<file path="config.mk">
export PLATFORM = sky130hd
export DESIGN_NAME = rswd_div_cell
export DESIGN_NICKNAME = d
export VERILOG_FILES = /design/src/hw/rtl/rswd_pkg.sv /design/src/hw/rtl/rswd_div_cell.sv
export SDC_FILE = /design/constraint.sdc
export NUM_CORES = 1
export LEC_CHECK = 0
export ABC_AREA = 1
export BUFFER_PORTS_ARGS = -buffer_cell sky130_fd_sc_hd__buf_2
export CORE_ASPECT_RATIO = 0.5
export CORE_MARGIN = 2
export CORE_UTILIZATION = 45
export CTS_CLUSTER_DIAMETER = 80
export DETAILED_ROUTE_END_ITERATION = 6
export PLACE_DENSITY_LB_ADDON = 0.05
export SYNTH_ARGS = -nofsm -noshare
export SYNTH_HDL_FRONTEND = slang
export SYNTH_SLANG_ARGS = --single-unit
</file>
<file path="constraint.sdc">
create_clock -name clk -period 1.6 [get_ports clk]
set_clock_uncertainty 0.2 [all_clocks]
set_input_delay 0.08 -clock clk [delete_from_list [all_inputs] [get_ports clk]]
set_output_delay 0.08 -clock clk [all_outputs]
set_load 0.005 [all_outputs]
</file>
<file path="src/hw/rtl/rswd_pkg.sv">
// Shared types, widths and constants for the ray to square wall distance block.
`default_nettype none
package rswd_pkg;
  localparam int XyW  = 33;
  localparam int ZW   = 25;
  localparam int PosW = 24;
  localparam int HalfW = 23;
  localparam int CsW  = 18;
  localparam int NW   = 26;
  localparam int MulW = 44;
  localparam int DenW = 17;
  localparam int RemW = 18;
  localparam int DistW = 24;
  localparam int NumLoW = 9;
  localparam int CordicSteps = 16;

  localparam logic signed [XyW-1:0] CordicX0 = 33'sd652032874;
  localparam logic signed [CsW-1:0] CompMin = 18'sd3;
  localparam logic [DistW-1:0] DistMax = {DistW{1'b1}};

  typedef struct packed {
    logic signed [PosW-1:0] px;
    logic signed [PosW-1:0] py;
    logic [HalfW-1:0]       h;
    logic [1:0]             quad;
  } rswd_ray_t;

  typedef struct packed {
    logic                   en;
    logic signed [NW-1:0]   n;
    logic signed [CsW-1:0]  a;
    logic signed [CsW-1:0]  b;
    logic signed [PosW-1:0] q;
  } rswd_wall_t;

  typedef struct packed {
    logic                   ok;
    logic signed [NW-1:0]   n;
    logic signed [CsW-1:0]  a;
    logic signed [MulW-1:0] lhs;
    logic signed [MulW-1:0] lo;
    logic signed [MulW-1:0] hi;
  } rswd_prod_t;

  typedef struct packed {
    logic              hit;
    logic              sat;
    logic [RemW-1:0]   rem;
    logic [DenW-1:0]   den;
    logic [NumLoW-1:0] num_lo;
    logic [DistW-1:0]  quo;
  } rswd_div_t;

  function automatic logic signed [ZW-1:0] atan_lut(input logic [3:0] idx);
    logic signed [ZW-1:0] v;
    case (idx)
      4'd0:  v = 25'sd2097152;
      4'd1:  v = 25'sd1238021;
      4'd2:  v = 25'sd654136;
      4'd3:  v = 25'sd332050;
      4'd4:  v = 25'sd166669;
      4'd5:  v = 25'sd83416;
      4'd6:  v = 25'sd41718;
      4'd7:  v = 25'sd20860;
      4'd8:  v = 25'sd10430;
      4'd9:  v = 25'sd5215;
      4'd10: v = 25'sd2608;
      4'd11: v = 25'sd1304;
      4'd12: v = 25'sd652;
      4'd13: v = 25'sd326;
      4'd14: v = 25'sd163;
      default: v = 25'sd81;
    endcase
    return v;
  endfunction
endpackage
`default_nettype wire

</file>
<file path="src/hw/rtl/rswd_div_cell.sv">
// One restoring division step for one wall lane.
`default_nettype none
module rswd_div_cell #(
  parameter int BIT = 23
) (
  input  wire logic                clk,
  input  wire logic                en,
  input  wire rswd_pkg::rswd_div_t d_i,
  output rswd_pkg::rswd_div_t      d_r
);
  rswd_pkg::rswd_div_t d_nxt;
  logic                  nb;
  logic [rswd_pkg::RemW-1:0] sh;

  always_comb begin
    if (BIT >= 15) begin
      nb = d_i.num_lo[(BIT >= 15) ? (BIT - 15) : 0];
    end else begin
      nb = 1'b0;
    end
    sh    = {d_i.rem[rswd_pkg::RemW-2:0], nb};
    d_nxt = d_i;
    if (sh >= {1'b0, d_i.den}) begin
      d_nxt.rem      = sh - {1'b0, d_i.den};
      d_nxt.quo[BIT] = 1'b1;
    end else begin
      d_nxt.rem      = sh;
      d_nxt.quo[BIT] = 1'b0;
    end
  end

  always_ff @(posedge clk) begin
    if (en) begin
      d_r <= d_nxt;
    end
  end
endmodule
`default_nettype wire

</file>
==> results of run 1 <==
path summary, 6_finish.rpt:
check / to / start
worst min-delay path: d_r[67] / d_i[66]
worst max-delay path: d_r[67] / d_i[32]
synth_stat cells (all sizes together):
library cell  number  area, µm²
ha                17        213
nor3               2       10.0
nand3             16       85.1
buf                2       31.3
nand4              4       52.6
clkinv             2       8.75
xnor2              1       8.76
nand2            173        709
edfxtp            70       2100
a21oi             10       65.1
fa                 1       20.0
inv               76        285
xor2               6       52.6
nor2              16       77.6
or2                1       6.26
routing by layer:
metal  wire length [µm]  global-route usage
met5                  0                   0
met4                108              0.0565
met3                666              0.0630
met2               5060               0.405
met1               4810               0.296
through the flow:
step	cell area, µm²	utilization	power (mW)
4_1_cts	6230	0.776	5.60
3_3_place_gp	5220	0.651	3.48
2_1_floorplan	3960	-	2.91
6_report	6420	0.799	5.64
3_5_place_dp	5220	0.651	3.49
5_1_grt	6420	0.799	5.91
kinds of logic after synthesis:
| kind of cell | Yosys count | synth area share |
|---|---|---|
| DFF | 70 | 0.564 |
| buffers and inverters | 80 | 0.0873 |
| xor gates and xnor gates | 7 | 0.0164 |
| and+or+nand+nor | 212 | 0.252 |
| AOI/OAI and AO/OA | 10 | 0.0175 |
| adders and majority gates | 18 | 0.0624 |
power by group:
group	switching (mW)	leakage, nW	total, mW	internal, mW
Combinational	0.707	2.35	1.42	0.718
Clock	0.747	0.145	1.94	1.20
Sequential	0.0428	0.684	2.28	2.23
Total	1.50	3.18	5.64	4.15
timing repair:
item,4_1_cts,5_1_grt
gates resized for setup,8,41
cloned,0,1
hold endpoints to repair,80,0
hold buffers,69,0
setup endpoints to repair,5,18
buffers inserted,0,3
pin swaps,5,11
final cells by class:
class                      count  area [µm²]  share of cell area
clock buffer                   9         225              0.0351
timing repair buffer         266        1910               0.298
clock inverter                 6        62.6             0.00975
inverter                      78         309              0.0481
sequential                    70        2100               0.327
tap                          112         140              0.0218
multi-input combinational    247        1670               0.260
critical path: cells and delay by family:
family | cells | cell delay (ps)
compound gates | 1 | 30
fa+ha+maj | 2 | 530
buf+inv | 5 | 480
simple gates | 3 | 400
==> out/metrics.csv, run 1 <==
metric;value;unit
cap_viol_max_count;0;
dieArea;0.00907;mm²
clock-root-buffer;clkbuf_16;
first_pass_iters;4;
area_growth;72.2;%
worst-endpoint-required;1490;ps
synth.distinct_cells;26;
period_needed;1640;ps
fin_tns_setup;-319;ps
path_cells;buf_12 > inv_12 > ha_4 > inv_4 > fa_2 > buf_6 > nand4_4 > nand3_2 > nor2_4 > buf_12 > a21oi_2;
fmax;611;MHz
portBuffers;139;
ir_drop;0.599;mV
final.fill_count;546;
crit_path_max_incr_delay;410;ps
p_leak;3.18;nW
dpl_worst_slack;-470;ps
drive_above_1_share;0.469;
hp-class;in -> reg;
finalSetupViolCount;14;
cp_max_fo;5;
grt_pass1_wl;16100;µm
syn-mean-instance-area;9.39;µm²
die_h;68.4;µm
cts.clk_slew.worst_paths;60;ps
rows;23;
cpMostUsedCell;buf_12;
grt_overflow;0;
holdPathStages;4;
netlist_instances;397;
yosysWarnings;0;
crit_type;in -> reg;
placeableCoreArea;0.00803;mm²
worst_hold_slack;71.2;ps
slew_violations;0;
antenna_found_initial;0;
h-tree-depth;3;
final_cell_mix;buf_2 (137), nand2_1 (125), edfxtp_1 (70), dlygate4sd3_1 (69), inv_1 (58);
final_common_cell;buf_2;
status;complete, but fails checks;
largest_reg_flops;70;
start_kind;input pin;
gp_congestion;0.907;
cts_made_buffers;9;
slowest_stage;fa_2;
regMostFlops;d_r;
rsz0062_at_grt;yes;
via_per_inst;4.51;
dp_hpwl;6890;µm
ys_ff_latch;70;
layoutNonFillerInstCount;788;
num_antenna_cells;0;
post-route-drc-count;0;
cts_tree;yes;
tightest_slew;248;ps
setup_slack;-37.3;ps
syn-cell-area;0.00373;mm²
start_util;0.464;
wirelength;10600;µm
grt_max_degree;31;
cts.sinks;70;
num_vias;3550;
ys_seq_area_frac;0.564;
ios;142;
min_period_over_period;1.02;
drt_iter0_markers;185;
top_regs;d_r (70);
crit_path_end_kind;register;
power_density;879;mW/mm²
track_usage;0.233;
first_global_vias;3376;
cts_max_path_buffers;2;
failed_checks;negative setup slack;
final_net_count;762;
maxSlewHeadroom;0.834;
die_w;133;µm
hold_viol_final;0;
critPathArrivalTime;1520;ps
wl_per_cell;13.5;µm
synth_nets;487;
drt.antenna.violating_nets;0;
dp_cells;700;
Power figures use the tool's default switching activity.
==> run 2: changes to the inputs <==
--- a/config.mk
+++ b/config.mk
@@ -7,7 +7,6 @@
 export LEC_CHECK = 0
 export ABC_AREA = 1
 export BUFFER_PORTS_ARGS = -buffer_cell sky130_fd_sc_hd__buf_2
-export CORE_ASPECT_RATIO = 0.5
 export CORE_MARGIN = 2
 export CORE_UTILIZATION = 45
 export CTS_CLUSTER_DIAMETER = 80
==> run 2 against run 1 <==
  * The run now ends clean
  * Combinational power fell by 3%
  * Via count down 2.1%
  * Utilization is 2.8 points lower
  * Die area decreased by 0.49%
  * Sequential share of layout area grew 0.73 points
  * Final area is 2.2% lower
  * Worst hold slack got worse by 20 ps
  * Clock power decreased by 18%
  * Cell count fell by 0.51%
  * Critical endpoint is now d_r[62]
  * Power fell by 7.1%
  * Highest routed layer unchanged
  * Non-clock buffer count is 2 higher
  * Largest cell class unchanged
==> out/metrics.csv, run 2 (synthesis gave the netlist of run 1 again) <==
metric;value;unit;change
worst-endpoint-required;1510;ps;+20 ps
finalSetupViolCount;0;;-14
antenna_found_initial;0;;unchanged
path_cells;buf_12 > inv_12 > ha_4 > inv_4 > fa_2 > nand2_2 > nand3_2 > nand3_2 > nand2_4 > nand2_4 > nand2_2 > nand2_1 > nand2_1 > nand2_1 > nand2_2;;
rsz0062_at_grt;yes;;
area_growth;68.4;%;
crit_path_max_incr_delay;390;ps;-20 ps
layoutNonFillerInstCount;784;;-0.51%
crit_start;d_i[32];;
ios;142;;unchanged
final.fill_count;581;;+6.4%
final_cell_mix;buf_2 (137), nand2_1 (133), edfxtp_1 (70), dlygate4sd3_1 (69), inv_1 (58);;
hold_viol_final;0;;unchanged
status;finished clean;;
tightest_slew;276;ps;+28.0 ps
dpl_worst_slack;-438;ps;+32.2 ps
drt.antenna.violating_nets;0;;unchanged
busiest_layer;met2;;
cts_max_path_buffers;2;;unchanged
p_leak;3.11;nW;-2.3%
h-tree-depth;3;;unchanged
dp_cells;695;;-0.71%
drive_above_1_share;0.459;;-0.00944
final-seq-area;0.00210;mm²;unchanged
dp_hpwl;6780;µm;-1.6%
rows;33;;+43%
multiInputGateArea;0.00161;mm²;-3.4%
slowest_stage;fa_2;;
die_w;95.0;µm;-28%
critical-path-top-delay-family;simple AND/OR/NAND/NOR gates;;
hold_start;d_i[50];;
wl_per_cell;12.4;µm;-8.2%
gp_congestion;0.865;;-4.6%
start_kind;input pin;;
placeableCoreArea;0.00813;mm²;+1.3%
ir_drop;0.398;mV;-34%
maxSlewHeadroom;0.816;;-0.0183
grt_max_degree;36;;+16%
portBuffers;139;;unchanged
power;5.24;mW;-7.1%
crit_path_end_kind;register;;
use_met2;0.373;;-0.0325
cap_viol_max_count;0;;unchanged
cts_made_buffers;9;;unchanged
slew_violations;0;;unchanged
top_regs;d_r (70);;
regMostFlops;d_r;;
power_density;835;mW/mm²;-5.0%
via_per_inst;4.43;;-1.6%
cts.clk_slew.worst_paths;80;ps;+20 ps
crit_type;in -> reg;;
largest_reg_flops;70;;unchanged
worst_hold_slack;51.2;ps;-20.0 ps
fmax;642;MHz;+5.2%
drt_iter0_markers;96;;-48%
dieArea;0.00903;mm²;-0.49%
final_net_count;764;;+0.26%
setup_slack;43.5;ps;+80.8 ps
min_period_over_period;0.973;;-0.0505
hp-class;in -> reg;;
worst-path-buf-inv;3;;-2
gr-usage-met1;0.266;;-0.0292
cts.sinks;70;;unchanged
cp_max_fo;4;;-1
grt_overflow;0;;unchanged
track_usage;0.216;;-0.0165
first_pass_iters;4;;unchanged
first_global_vias;3359;;-0.50%
final_common_cell;buf_2;;
start_util;0.458;;-0.00600
num_vias;3477;;-2.1%
num_antenna_cells;0;;unchanged
period_needed;1560;ps;-80.8 ps
die_h;95.0;µm;+39%
critPathArrivalTime;1470;ps;-50 ps
grt_pass1_wl;15000;µm;-7.0%
post-route-drc-count;0;;unchanged
cts_tree;yes;;
wirelength;9720;µm;-8.7%
clock-root-buffer;clkbuf_8;;
met3_usage;0.0601;;-0.00288
[run 2: cell types whose count changed in the layout (fill, tap and decap cells not counted), sizes merged]
cell      before  now
clkbuf        10    9
inv           78   79
clkinvlp       0    2
clkinv         5    2
bufinv         1    2
buf          196  199
[run 2: layout make-up]
| type | instances | area share |
|---|---|---|
| inverters | 78 | 0.0492 |
| clock inverters | 7 | 0.0153 |
| repair buffers | 268 | 0.303 |
| multi-input cells | 247 | 0.257 |
| clock buffers | 9 | 0.0197 |
| flip-flops and latches | 70 | 0.335 |
| well taps | 105 | 0.0209 |
[run 2: what timing repair did]
item / in CTS / in global routing
pin swaps: 1 / 18
hold buffers: 69 / 0
cloned: 0 / 0
hold endpoints to repair: 82 / 0
resized for setup: 1 / 37
endpoints found under the setup margin: 6 / 18
buffers inserted: 0 / 4
[run 2: worst paths after layout]
check	slack, ps	end	depth (start not counted)
setup / recovery	40	d_r[62]	15
hold / removal	50	d_r[51]	4
[run 2: power by group]
group	leakage, nW	total (mW)	internal, mW	switching [mW]
combinational	2.32	1.38	0.711	0.667
sequential	0.684	2.27	2.23	0.0406
clock	0.104	1.60	0.883	0.713
[run 2: per-layer routing]
metal	up-vias	share of wire
met1	1570	0.43
li1	1795	-
met3	7	0.066
met4	0	0.0098
met2	105	0.50
met5	-	0
[run 2: worst min-delay path: stages]
cell and delay (ps):
buf_2 110, fa_2 190, nand2_1 50, nand2_1 60
[run 2: through the flow]
| stage | utilization | TNS [ps] | instance area [µm²] |
|---|---|---|---|
| finish | 0.772 | 0 | 6280 |
| global placement | 0.641 | -6130 | 5220 |
| floorplan | - | -1050 | 3960 |
| global route | 0.772 | -111 | 6280 |
| CTS | 0.754 | 0 | 6130 |
| detailed placement | 0.641 | -6660 | 5220 |
==> run 3: changes to the inputs <==
--- a/config.mk
+++ b/config.mk
@@ -7,7 +7,7 @@
 export LEC_CHECK = 0
 export ABC_AREA = 1
 export BUFFER_PORTS_ARGS = -buffer_cell sky130_fd_sc_hd__buf_2
-export CORE_MARGIN = 2
+export CORE_MARGIN = 8
 export CORE_UTILIZATION = 45
 export CTS_CLUSTER_DIAMETER = 80
 export DETAILED_ROUTE_END_ITERATION = 6
==> run 3 against run 2 <==
  * Utilization grew 1.3 points
  * Worst setup slack lost 100 ps
  * Largest cell class unchanged
  * Cell count grew 0.38%
  * Worst hold slack lost 3.0 ps
  * Global-route usage shrank 2.3 points
  * The flow now finishes with violations (negative setup slack)
  * Via count grew 0.98%
  * Die area grew 27%
  * Non-clock buffer count grew 3
==> out/metrics.csv, run 3 (synthesis gave the netlist of run 1 again) <==
metric;value;unit;change
fin_tns_setup;-496;ps;-496 ps
cts.sinks;70;;unchanged
grt_overflow;0;;unchanged
final_common_cell;buf_2;;
slew_violations;0;;unchanged
wirelength;11000;µm;+13%
cts_tree;yes;;
grt_pass1_wl;17600;µm;+18%
placeableCoreArea;0.00813;mm²;unchanged
wl_per_cell;14.0;µm;+13%
crit_type;in -> reg;;
drt.antenna.violating_nets;0;;unchanged
cts.clk_slew.worst_paths;90;ps;about the same
num_vias;3511;;+0.98%
rsz0062_at_grt;yes;;
clock-root-buffer;clkbuf_8;;
portBuffers;139;;unchanged
period_needed;1660;ps;+102 ps
tightest_slew;378;ps;+102 ps
stdcell_area;0.00638;mm²;+1.7%
track_usage;0.193;;-0.0233
p_sw_frac;0.288;;+0.0165
top_regs;d_r (70);;
via_per_inst;4.46;;+0.59%
power;5.21;mW;-0.59%
layoutNonFillerInstCount;787;;+0.38%
start_util;0.458;;unchanged
first_global_vias;3706;;+10%
status;complete, but fails checks;;
finalSetupViolCount;16;;+16
multiInputGateArea;0.00166;mm²;+3.1%
power_density;817;mW/mm²;-2.2%
holdPathStages;4;;unchanged
post-route-drc-count;0;;unchanged
cts_max_path_buffers;2;;unchanged
drt_iter0_markers;139;;+45%
p_leak;3.17;nW;+2.2%
cp_max_fo;4;;unchanged
dp_hpwl;7630;µm;+12%
min_period_over_period;1.04;;+0.0640
utilization;0.785;;+0.0128
start_kind;input pin;;
h-tree-depth;3;;unchanged
antenna_found_initial;0;;unchanged
placed_area;0.00519;mm²;-0.53%
dieArea;0.0115;mm²;+27%
hold_viol_final;0;;unchanged
pwr-share-clk;0.286;;-0.018
pwr-share-comb;0.279;;+0.016
crit_start;d_i[32];;
die_h;107;µm;+13%
internal-power;3.71;mW;-2.8%
cts_made_buffers;9;;unchanged
worst-endpoint-required;1620;ps;+110 ps
gp_congestion;0.888;;+2.6%
final.fill_count;545;;-6.2%
rows;33;;unchanged
grt_max_degree;42;;+17%
p_sw;1.50;mW;+5.5%
worst_hold_slack;48.1;ps;-3.04 ps
setup_slack;-59.0;ps;-102 ps
cap_viol_max_count;0;;unchanged
failed_checks;negative setup slack;;
area_growth;71.2;%;
drive_above_1_share;0.465;;+0.00531
final_cell_mix;buf_2 (135), nand2_1 (129), edfxtp_1 (70), dlygate4sd3_1 (69);;
num_antenna_cells;0;;unchanged
crit_end;d_r[61];;
ios;142;;unchanged
dpl_worst_slack;-486;ps;-48.2 ps
crit_path_end_kind;register;;
dp_cells;693;;-0.29%
ir_drop;0.416;mV;+4.6%
seqPwrFrac;0.435;;+0.002
regMostFlops;d_r;;
critPathArrivalTime;1680;ps;+210 ps
maxSlewHeadroom;0.748;;-0.0681
final-seq-area;0.00210;mm²;unchanged
die_w;107;µm;+13%
final_net_count;767;;+0.39%
largest_reg_flops;70;;unchanged
fmax;603;MHz;-6.2%
first_pass_iters;5;;+1
hp-class;in -> reg;;
==> run 3: cell type report <==
cell class / count / share of cell area
multi-input combinational: 247 / 0.261
clock inverter: 7 / 0.0125
inverter: 78 / 0.0494
sequential: 70 / 0.329
clock buffer: 9 / 0.0194
tap: 105 / 0.0206
timing repair buffer: 271 / 0.308
==> run 3: per-layer routing <==
metal | part of all wire | vias to the layer above | track usage
met5 | 0 | - | 0
met4 | 0.011 | 0 | 0.0683
met3 | 0.068 | 13 | 0.0504
met2 | 0.50 | 124 | 0.334
met1 | 0.43 | 1567 | 0.225
li1 | - | 1807 | -
==> run 3: worst min path at each step <==
| stage | start | endpoint | slack [ps] |
|---|---|---|---|
| global route | d_i[66] | d_r[67] | 70 |
| global placement | d_i[28] | d_r[28] | 60 |
| finish | d_i[50] | d_r[51] | 50 |
| CTS | d_i[66] | d_r[67] | 10 |
| floorplan | d_i[0] | d_r[0] | -20 |
| detailed placement | d_i[16] | d_r[16] | 60 |
==> run 3: repair_timing <==
| action | CTS | global route |
|---|---|---|
| endpoints found under the hold margin | 70 | 0 |
| hold buffers | 69 | 0 |
| pin swaps | 4 | 22 |
| gates cloned | 0 | 1 |
| buffers inserted | 1 | 7 |
| endpoints found under the setup margin | 3 | 16 |
| gates resized for setup | 3 | 53 |
==> run 3: power groups by stage <==
stage	clock, mW	sequential (mW)	combinational [mW]
finish	1.49	2.27	1.45
CTS	1.54	2.27	1.33
global route	1.61	2.29	1.61
detailed placement	0	2.31	1.19
global placement	0	2.30	1.17
floorplan	0	2.34	0.569
==> run 3: critical path, cell delays in order <==
cell and delay, ps:
buf_12 110, inv_12 40, ha_4 120, inv_4 30
fa_2 400, buf_6 140, nand4_4 90, nand3_2 100
nor2_4 170, buf_12 140, clkbuf_16 150, nand2_4 40
nand2_2 50
