<file path="src/hw/rtl/rswd_pkg.sv">
// Shared types, widths and constants for the ray to square wall distance block.
`default_nettype none
package rswd_pkg;
  localparam int XyW  = 33;
  localparam int ZW   = 25;
  localparam int PosW = 24;
  localparam int HalfW = 23;
  localparam int CsW  = 18;
  localparam int NW   = 26;
  localparam int MulW = 44;
  localparam int DenW = 17;
  localparam int RemW = 18;
  localparam int DistW = 24;
  localparam int NumLoW = 9;
  localparam int CordicSteps = 16;

  localparam logic signed [XyW-1:0] CordicX0 = 33'sd652032874;
  localparam logic signed [CsW-1:0] CompMin = 18'sd3;
  localparam logic [DistW-1:0] DistMax = {DistW{1'b1}};

  typedef struct packed {
    logic signed [PosW-1:0] px;
    logic signed [PosW-1:0] py;
    logic [HalfW-1:0]       h;
    logic [1:0]             quad;
  } rswd_ray_t;

  typedef struct packed {
    logic                   en;
    logic signed [NW-1:0]   n;
    logic signed [CsW-1:0]  a;
    logic signed [CsW-1:0]  b;
    logic signed [PosW-1:0] q;
  } rswd_wall_t;

  typedef struct packed {
    logic                   ok;
    logic signed [NW-1:0]   n;
    logic signed [CsW-1:0]  a;
    logic signed [MulW-1:0] lhs;
    logic signed [MulW-1:0] lo;
    logic signed [MulW-1:0] hi;
  } rswd_prod_t;

  typedef struct packed {
    logic              hit;
    logic              sat;
    logic [RemW-1:0]   rem;
    logic [DenW-1:0]   den;
    logic [NumLoW-1:0] num_lo;
    logic [DistW-1:0]  quo;
  } rswd_div_t;

  function automatic logic signed [ZW-1:0] atan_lut(input logic [3:0] idx);
    logic signed [ZW-1:0] v;
    case (idx)
      4'd0:  v = 25'sd2097152;
      4'd1:  v = 25'sd1238021;
      4'd2:  v = 25'sd654136;
      4'd3:  v = 25'sd332050;
      4'd4:  v = 25'sd166669;
      4'd5:  v = 25'sd83416;
      4'd6:  v = 25'sd41718;
      4'd7:  v = 25'sd20860;
      4'd8:  v = 25'sd10430;
      4'd9:  v = 25'sd5215;
      4'd10: v = 25'sd2608;
      4'd11: v = 25'sd1304;
      4'd12: v = 25'sd652;
      4'd13: v = 25'sd326;
      4'd14: v = 25'sd163;
      default: v = 25'sd81;
    endcase
    return v;
  endfunction
endpackage
`default_nettype wire

</file>
<file path="src/hw/rtl/rswd_cordic_cell.sv">
// One CORDIC rotation step with its carried ray word.
`default_nettype none
module rswd_cordic_cell #(
  parameter int STEP = 0
) (
  input  wire logic                                clk,
  input  wire logic                                en,
  input  wire logic signed [rswd_pkg::XyW-1:0]     x_i,
  input  wire logic signed [rswd_pkg::XyW-1:0]     y_i,
  input  wire logic signed [rswd_pkg::ZW-1:0]      z_i,
  input  wire rswd_pkg::rswd_ray_t                 ray_i,
  output logic signed [rswd_pkg::XyW-1:0]          x_r,
  output logic signed [rswd_pkg::XyW-1:0]          y_r,
  output logic signed [rswd_pkg::ZW-1:0]           z_r,
  output rswd_pkg::rswd_ray_t                      ray_r
);
  logic signed [rswd_pkg::XyW-1:0] dx, dy, x_nxt, y_nxt;
  logic signed [rswd_pkg::ZW-1:0]  at, z_nxt;

  always_comb begin
    dx = y_i >>> STEP;
    dy = x_i >>> STEP;
    at = rswd_pkg::atan_lut(4'(STEP));
    if (!z_i[rswd_pkg::ZW-1]) begin
      x_nxt = x_i - dx;
      y_nxt = y_i + dy;
      z_nxt = z_i - at;
    end else begin
      x_nxt = x_i + dx;
      y_nxt = y_i - dy;
      z_nxt = z_i + at;
    end
  end

  always_ff @(posedge clk) begin
    if (en) begin
      x_r   <= x_nxt;
      y_r   <= y_nxt;
      z_r   <= z_nxt;
      ray_r <= ray_i;
    end
  end
endmodule
`default_nettype wire

</file>
<file path="config.mk">
export PLATFORM = sky130hd
export DESIGN_NAME = rswd_cordic_cell
export DESIGN_NICKNAME = d
export VERILOG_FILES = /design/src/hw/rtl/rswd_pkg.sv /design/src/hw/rtl/rswd_cordic_cell.sv
export SDC_FILE = /design/constraint.sdc
export NUM_CORES = 1
export LEC_CHECK = 0
export ABC_CLOCK_PERIOD_IN_PS = 4200
export CORE_UTILIZATION = 50
export CTS_CLUSTER_SIZE = 10
export DETAILED_ROUTE_END_ITERATION = 6
export DONT_BUFFER_PORTS = 1
export PLACE_DENSITY = 0.73
export SETUP_SLACK_MARGIN = 0.05
export SYNTH_ARGS = -nofsm -noshare
export SYNTH_HDL_FRONTEND = slang
export SYNTH_SLANG_ARGS = --single-unit
</file>
<file path="constraint.sdc">
create_clock -name clk -period 4.2 [get_ports clk]
set_clock_uncertainty 0.15 [all_clocks]
set_input_delay 0.84 -clock clk [delete_from_list [all_inputs] [get_ports clk]]
set_output_delay 0.84 -clock clk [all_outputs]
set_load 0.01 [all_outputs]
</file>
==> impl_metrics.yaml, run 1 <==
min_path:
  min_path_type: "input pin to register"
  holdCritStartpoint: "ray_i[48]"
  hold_path_depth: 0
  whs_endpoint: "ray_r[48]"
finish:
  most_common_library_cell_in_the_layout_ignoring_fill_and_taps: "sky130_fd_sc_hd__edfxtp_1"
  finish.cell_count_without_fillers: 1318
  drive_gt1_share_pct: 6.399
  most-common-layout-cells: "sky130_fd_sc_hd__edfxtp_1 (163), sky130_fd_sc_hd__a21oi_1 (129), sky130_fd_sc_hd__ha_1 (106)"
  nNetsFinal: 1310
  areaGrowthSynthToFinish_pct: 8.410
worst_setup_path:
  largest_fanout_on_the_critical_path: 13
  timing.critical_path.from_type: "input pin"
  endpoint_kind: "register"
  worst_setup_path_startpoint: "x_i[4]"
  crit_required_ns: 4.22
  criticalPathCategory: "input pin to register"
  critical_path_arrival_ns: 3.59
floorplan:
  ios: 330
  fp.dieArea_mm2: 0.02180
  fp-row-count: 52
  die_h_um: 147.7
  core-area_mm2: 0.02049
  chipWidth_um: 147.7
  initial_core_util_pct: 51.76
synthesis:
  synthFlopType: "sky130_fd_sc_hd__edfxtp_1"
  synth_warnings: 0
  synthMuxAreaShare_pct: 1.522
  synth.net_count: 1315
  flip_flop_and_latch_count_after_synthesis: 163
  synth_xor_area_share_pct: 5.284
  yosys.area_share.simple_pct: 9.884
  compound_gate_fraction_of_synth_area_pct: 18.39
  yosysUniqueCellTypes: 64
  syn-mean-instance-area_um2: 10.21
  yosysSeqAreaShare_pct: 46.14
  synth-edff-count: 163
  syn_inst: 1039
  synth_top_family_by_area: "compound AO/OA/AOI/OAI gates"
  synth-adder-area-share_pct: 13.26
  async_reset_ff_share_pct: 0
  synth.cell_area_mm2: 0.01061
route:
  first_pass_iters: 5
  vias: 8190
  wl_met2_mm: 14.79
  antenna_left: 0
  postRouteWirelength_mm: 30.43
  viasPerCell: 6.214
  route.top_layer_used: "met5"
  detail_route.iter0.violations: 820
  m1WireLength_mm: 11.75
  drc_errors: 0
  wire_per_inst_um: 23.09
  detailroute.wirelength.met3_mm: 2.838
power:
  internal-power_uw: 3187
  power.share.combinational_pct: 19.2
  irDropWorstVdd_v: 0.0002161
  power_switching_share_pct: 32.06
  clockPowerShare_pct: 32.9
  power_uw: 4691
  leakage_uw: 0.004591
  power_density_mw_per_mm2: 407.9
  p_switching_uw: 1504
  power.sequential.fraction_pct: 47.8
placement:
  pre_cts_ws_ns: 0.2626
  finalWeightedCongestion: 0.9629
  detailed_place_hpwl_mm: 23.90
  numPortBuffers: 0
  placed_cells_incl_taps: 1285
cts:
  number_of_buffers_inserted_during_clock_tree_synthesis: 17
  cts_max_level: 4
  post_cts_resized: 0
  cts.sink_count: 163
  cts_tree: "built"
  cts_post_setup_buffers_inserted: 0
  root_buffer_selected_by_cts: "sky130_fd_sc_hd__clkbuf_16"
  clk_transition_reported_paths_ns: 0.07
  holdBufCountCts: 0
  clock_tree.buffer_depth: 2
timing:
  setup_tns_ns: 0
  hold_violations: 0
  max_slew_headroom_at_the_worst_pin_pct: 52.17
  fin_ws_ns: 0.6242
  fmax_mhz: 279.7
  final_period_minus_worst_setup_slack_ns: 3.576
  slew_viol_final: 0
  post-route-period-util_pct: 85.14
  worst_pin_slew_ns: 0.6994
  rsz_0062_raised_after_global_routing: "no"
  setup_viol: 0
grt:
  global_route.usage.total_pct: 27.26
  number_of_global_route_vias_before_repair: 7608
  grt_pass1_wl_mm: 44.74
  globalRouteOverflowTotal: 0
  number_of_antenna_violations_at_the_first_check_in_global_routing: 4
  grt_max_degree: 164
flow_run:
  max_cap_viol_count: 0
outcome:
  run_status: "finished, final reports clean"
-- cells in the mapped netlist (all sizes together), types with 14 or more instances --
library cell,n,area share [%]
a211oi,14,0.99
edfxtp,163,46
xnor2,57,4.7
o31ai,15,1.1
ha,106,13
o21ai,67,3.2
a21o,20,1.4
nor2,68,2.4
a21oi,129,6.1
nand3,15,0.71
inv,101,3.6
nor3,24,1.1
buf,21,0.96
mux2i,15,1.4
nand2,50,1.8
clkbuf,24,0.85
-- state kept, by name, indices dropped and copies added, names as in the netlist --
register  flops
ray_r        73
x_r          33
y_r          32
z_r          25
-- power groups by stage --
stage                     logic [uW]  registers, uW  clock network, uW
after detailed placement         874           2280                  0
after floorplan                  659           2220                  0
after CTS                        879           2250               1560
final                            902           2240               1540
after global routing             978           2260               1630
after global placement           872           2280                  0
-- cells by family (layout without fill, tap and decap cells) --
logic type,count (synthesis),count (layout)
other,0,1
buffers and inverters,150,158
muxes,16,16
DFF,163,163
and+or+nand+nor,219,219
adders and majority gates,110,110
AOI/OAI and AO/OA,317,317
xor gates and xnor gates,64,64
-- through the flow --
| step | util [%] | instance area (um2) | hold WS (ns) |
|---|---|---|---|
| after global placement | 53.24 | 10910 | 0.7889 |
| final | 56.11 | 11500 | 0.3523 |
| after CTS | 56.10 | 11500 | 0.3378 |
| after detailed placement | 53.24 | 10910 | 0.7889 |
| after global routing | 56.11 | 11500 | 0.3307 |
| after floorplan | - | 10610 | 0.7889 |
-- routing by layer --
layer	global-route usage, %	vias to the layer above
met4	11.55	4
met1	34.14	3877
met5	0	-
li1	-	3746
met2	45.31	497
met3	6.173	66
-- critical path, cell delays in order --
cell and delay [ns]:
sky130_fd_sc_hd__inv_1 0.02, sky130_fd_sc_hd__ha_1 0.46, sky130_fd_sc_hd__a21oi_1 0.22, sky130_fd_sc_hd__o21bai_1 0.14, sky130_fd_sc_hd__o21bai_1 0.29, sky130_fd_sc_hd__a311o_1 0.38, sky130_fd_sc_hd__o22ai_1 0.33, sky130_fd_sc_hd__o21ai_1 0.24
sky130_fd_sc_hd__a221oi_1 0.36, sky130_fd_sc_hd__mux2i_1 0.16, sky130_fd_sc_hd__xnor2_1 0.15
-- final cells by class --
cell class              instances  area (um2)
diodes                          1       2.502
inverters                     105       394.1
multi-input cells             726        5127
repair buffers                 21       157.7
clock inverters                15       160.2
clock buffers                  17       425.4
flip-flops and latches        163        4895
fillers                      1746        8995
well taps                     270       337.8
-- worst max-delay path by stage --
stage                    to  slack [ns]
floorplan           x_r[31]        0.82
global placement    x_r[31]        0.25
detailed placement  y_r[32]        0.26
CTS                 y_r[32]        0.69
global route        x_r[30]        0.50
finish              y_r[32]        0.62
No activity file was read; power rests on OpenSTA's default activity.
==> inputs of run 2 (changes only) <==
- CORE_UTILIZATION: 50 -> 65
- PLACE_DENSITY: 0.73 -> 0.89
==> run 2 against run 1 <==
Via count rose by 5.8%. Critical path type unchanged. Critical endpoint is now y_r[27]. Hold slack worse by 0.011 ns. Global-route usage up 10 points. Largest cell class unchanged.
==> impl_metrics.yaml, run 2 (synthesis results as in run 1) <==
route:
  first_pass_iters: 6
  postRouteWirelength_mm: 32.40
  wire_per_inst_um: 25.61
  viasPerCell: 6.849
  detail_route.iter0.violations: 1426
  vias: 8664
  antenna_left: 0
  drc_errors: 0
timing:
  post-route-period-util_pct: 84.83
  final_period_minus_worst_setup_slack_ns: 3.563
  slew_viol_final: 0
  hold_violations: 0
  max_slew_headroom_at_the_worst_pin_pct: 55.85
  fmax_mhz: 280.7
  fin_ws_ns: 0.6369
  worst_pin_slew_ns: 0.6615
  rsz_0062_raised_after_global_routing: "no"
  holdWs_ns: 0.3417
  setup_tns_ns: 0
  setup_viol: 0
cts:
  root_buffer_selected_by_cts: "sky130_fd_sc_hd__clkbuf_16"
  cts.sink_count: 163
  clock_tree.buffer_depth: 2
  cts_max_level: 4
  cts_post_setup_buffers_inserted: 0
  holdBufCountCts: 0
  cts_tree: "built"
  post_cts_resized: 0
  clk_transition_reported_paths_ns: 0.07
  number_of_buffers_inserted_during_clock_tree_synthesis: 17
floorplan:
  chipWidth_um: 129.7
  core-area_mm2: 0.01589
  die_h_um: 129.7
  ios: 330
  fp-row-count: 46
  initial_core_util_pct: 66.78
  fp.dieArea_mm2: 0.01683
worst_setup_path:
  crit_required_ns: 4.22
  critical_path_arrival_ns: 3.58
  critPathMaxStageDelay_ns: 0.57
  largest_fanout_on_the_critical_path: 14
  critical_path.cell_chain: "inv_1 -> ha_1 -> inv_2 -> a21oi_1 -> o31ai_1 -> a2111oi_0 -> nor2_1 -> a21o_1 -> a21oi_1 -> a21oi_1 -> xnor2_1"
  slowest_stage: "sky130_fd_sc_hd__ha_1"
  criticalPathCategory: "input pin to register"
  worst_path_dominant_cell_family: "compound AO/OA/AOI/OAI gates"
  cpMostUsedCell: "sky130_fd_sc_hd__a21oi_1"
  timing.critical_path.from_type: "input pin"
  endpoint_kind: "register"
  critical_path_buf_inv_count: 2
power:
  power.share.combinational_pct: 19.6
  leakage_uw: 0.004559
  internal-power_uw: 3174
  clockPowerShare_pct: 32.3
  p_switching_uw: 1521
  irDropWorstVdd_v: 0.0003108
  power_switching_share_pct: 32.40
  power_density_mw_per_mm2: 412.1
  power.sequential.fraction_pct: 48.1
finish:
  most_common_library_cell_in_the_layout_ignoring_fill_and_taps: "sky130_fd_sc_hd__edfxtp_1"
  finish.cell_count_without_fillers: 1265
  most-common-layout-cells: "sky130_fd_sc_hd__edfxtp_1 (163), sky130_fd_sc_hd__a21oi_1 (129), sky130_fd_sc_hd__ha_1 (106)"
  fin_util_pct: 71.72
  areaGrowthSynthToFinish_pct: 7.396
  largest_reg_flops: 73
  largestRegisters: "ray_r: 73 flops, x_r: 33 flops, y_r: 32 flops"
  nNetsFinal: 1305
  largest-register: "ray_r"
  drive_gt1_share_pct: 5.854
min_path:
  holdCritStartpoint: "ray_i[19]"
  min_path_type: "input pin to register"
  whs_endpoint: "ray_r[19]"
  hold_path_depth: 0
placement:
  detailed_place_hpwl_mm: 24.72
  placed_cells_incl_taps: 1226
  numPortBuffers: 0
  pre_cts_ws_ns: 0.3046
  finalWeightedCongestion: 1.023
grt:
  global_route.usage.total_pct: 37.45
  number_of_antenna_violations_at_the_first_check_in_global_routing: 7
  grt_pass1_wl_mm: 46.30
  number_of_global_route_vias_before_repair: 7960
  grt_max_degree: 164
  globalRouteOverflowTotal: 0
outcome:
  run_status: "finished, final reports clean"
flow_run:
  max_cap_viol_count: 0
==> run 2: worst max path at each step <==
| stage | start | end | depth (start not counted) |
|---|---|---|---|
| finish | x_i[16] | y_r[27] | 11 |
| global route | x_i[16] | y_r[27] | 11 |
| global placement | x_i[0] | x_r[30] | 11 |
| detailed placement | x_i[16] | y_r[27] | 11 |
| floorplan | x_i[17] | x_r[31] | 10 |
| CTS | x_i[16] | y_r[27] | 11 |
==> run 2: per-layer routing <==
metal | part of all wire, % | track usage (%)
met1 | 36 | 47.48
met2 | 46 | 57.72
met3 | 12 | 10.29
met4 | 5.4 | 21.96
met5 | 0.028 | 0
==> run 2: final cells by class <==
| type | count | area [um2] |
|---|---|---|
| tap | 216 | 270.3 |
| sequential | 163 | 4895 |
| multi-input combinational | 726 | 5127 |
| inverter | 105 | 394.1 |
| antenna | 7 | 17.52 |
| clock inverter | 15 | 142.6 |
| clock buffer | 17 | 425.4 |
| fill | 1179 | 4493 |
| timing repair buffer | 16 | 120.1 |
==> run 2: metrics by stage <==
stage                     area (um2)  power, uW
after floorplan                10610       2882
after global placement         10810       3143
after global routing           11390       4832
final                          11390       4694
after CTS                      11370       4649
after detailed placement       10810       3164
==> run 2: power by group through the flow <==
stage | clock (uW) | sequential (uW) | combinational, uW
finish | 1520 | 2260 | 920
global route | 1580 | 2270 | 981
CTS | 1510 | 2260 | 882
detailed placement | 0 | 2290 | 874
global placement | 0 | 2280 | 859
floorplan | 0 | 2220 | 659
==> inputs of run 3 (changes only) <==
- ABC_CLOCK_PERIOD_IN_PS: 4200 -> 3300
- clock period: 4.2 -> 3.3 ns (I/O delays scaled with it)
==> run 3 against run 2 <==
Die area unchanged. Critical endpoint is now y_r[31]. Combinational power rose by 55%. Critical path depth up 1. Hold slack lost 0.20 ns.
==> impl_metrics.yaml, run 3 (synthesis results as in run 1) <==
outcome:
  run_status: "finished, final reports clean"
worst_setup_path:
  timing.critical_path.from_type: "input pin"
  criticalPathCategory: "input pin to register"
  cpMostUsedCell: "sky130_fd_sc_hd__a21oi_1"
  worst_path_dominant_cell_family: "compound AO/OA/AOI/OAI gates"
  critical_path.cell_chain: "inv_1 -> ha_1 -> a21oi_1 -> a21oi_1 -> o31ai_1 -> buf_4 -> o21a_1 -> o21ai_1 -> a2111oi_2 -> nor3_1 -> o2bb2ai_1 -> xnor2_1"
  worst_setup_path_startpoint: "x_i[2]"
  endpoint_kind: "register"
  crit_required_ns: 3.34
  critical_path_arrival_ns: 3.25
  largest_fanout_on_the_critical_path: 9
  crit_cells: 12
  critPathMaxStageDelay_ns: 0.46
  critical_path_buf_inv_count: 2
  setup.worst_path.end: "y_r[31]"
  slowest_stage: "sky130_fd_sc_hd__a2111oi_2"
timing:
  rsz_0062_raised_after_global_routing: "yes"
  fmax_mhz: 311.3
  hold_violations: 0
  setup_tns_ns: 0
  worst_pin_slew_ns: 0.5770
  slew_viol_final: 0
  max_slew_headroom_at_the_worst_pin_pct: 61.13
  post-route-period-util_pct: 97.35
  holdWs_ns: 0.1423
  setup_viol: 0
  final_period_minus_worst_setup_slack_ns: 3.212
placement:
  numPortBuffers: 0
  finalWeightedCongestion: 0.9905
  placed_cell_areas_mm2: 0.01180
  detailed_place_hpwl_mm: 27.72
grt:
  globalRouteOverflowTotal: 0
  number_of_global_route_vias_before_repair: 8773
  number_of_antenna_violations_at_the_first_check_in_global_routing: 8
  grt_max_degree: 164
  global_route.usage.total_pct: 42.69
  grt_pass1_wl_mm: 51.97
cts:
  number_of_buffers_inserted_during_clock_tree_synthesis: 17
  clock_tree.buffer_depth: 2
  root_buffer_selected_by_cts: "sky130_fd_sc_hd__clkbuf_16"
  cts_tree: "built"
  clk_transition_reported_paths_ns: 0.10
  holdBufCountCts: 0
  cts_post_setup_buffers_inserted: 0
  cts.sink_count: 163
  cts_max_level: 4
  post_cts_resized: 2
route:
  detail_route.iter0.violations: 1235
  antenna_left: 0
  vias: 9321
  first_pass_iters: 6
  drc_errors: 0
  wire_per_inst_um: 26.14
  postRouteWirelength_mm: 36.44
  viasPerCell: 6.687
floorplan:
  ios: 330
  core-area_mm2: 0.01589
  fp-row-count: 46
  chipWidth_um: 129.7
  initial_core_util_pct: 66.78
  fp.dieArea_mm2: 0.01683
  die_h_um: 129.7
min_path:
  min_path_type: "input pin to register"
finish:
  areaGrowthSynthToFinish_pct: 17.59
  most-common-layout-cells: "sky130_fd_sc_hd__edfxtp_1 (163), sky130_fd_sc_hd__buf_4 (145), sky130_fd_sc_hd__a21oi_1 (126)"
  most_common_library_cell_in_the_layout_ignoring_fill_and_taps: "sky130_fd_sc_hd__edfxtp_1"
  fin_util_pct: 78.52
  multi_input_area_mm2: 0.005181
  drive_gt1_share_pct: 17.32
  final.fill_count: 1051
  largest_reg_flops: 73
  post_route_cell_area_mm2: 0.01247
  largest-register: "ray_r"
  ff_latch_area_mm2: 0.004895
  largestRegisters: "ray_r: 73 flops, x_r: 33 flops, y_r: 32 flops"
  nNetsFinal: 1435
power:
  power_uw: 6346
  power_density_mw_per_mm2: 508.8
  irDropWorstVdd_v: 0.0003989
  leakage_uw: 0.005202
flow_run:
  max_cap_viol_count: 0
[run 3: changes by cell type in the layout (fill, tap and decap cells not counted), sizes merged]
cell and change:
buf +130, clkinv +2, clkinvlp +1, diode -1, inv -3
[run 3: through the flow]
step                cells  setup WS, ns
finish               1394       0.08754
global route         1393      0.002029
CTS                  1388       0.09785
detailed placement   1356       -0.5287
global placement     1356       -0.3979
floorplan            1039        0.1022
[run 3: report_power, final]
group | internal (uW) | switching, uW
combinational | 616 | 816
sequential | 2600 | 284
clock | 1030 | 999
[run 3: area by class of cell]
class / instances / area share, %
Sequential cell: 163 / 39.24
Multi-Input combinational cell: 726 / 41.54
Antenna cell: 6 / 0.1204
Clock buffer: 17 / 3.411
Tap cell: 216 / 2.167
Clock inverter: 15 / 1.475
Inverter: 105 / 3.160
Timing Repair Buffer: 146 / 8.888
[run 3: worst min path at each step]
stage               slack [ns]   endpoint  cells after the start  startpoint
floorplan                 0.61   ray_r[0]                      0    ray_i[0]
finish                    0.14  ray_r[43]                      0   ray_i[43]
detailed placement        0.61  ray_r[58]                      0   ray_i[58]
CTS                       0.14    z_r[13]                      0     z_i[13]
global placement          0.61    z_r[12]                      0     z_i[12]
global route              0.13  ray_r[43]                      0   ray_i[43]
[run 3: per-layer routing]
metal  vias to the layer above  GRT usage, %  share of wire [%]
li1                       4012             -                  -
met1                      4356         51.99                 36
met2                       772         64.33                 45
met3                       177         16.20                 13
met4                         4         26.13                6.4
met5                         -             0              0.060
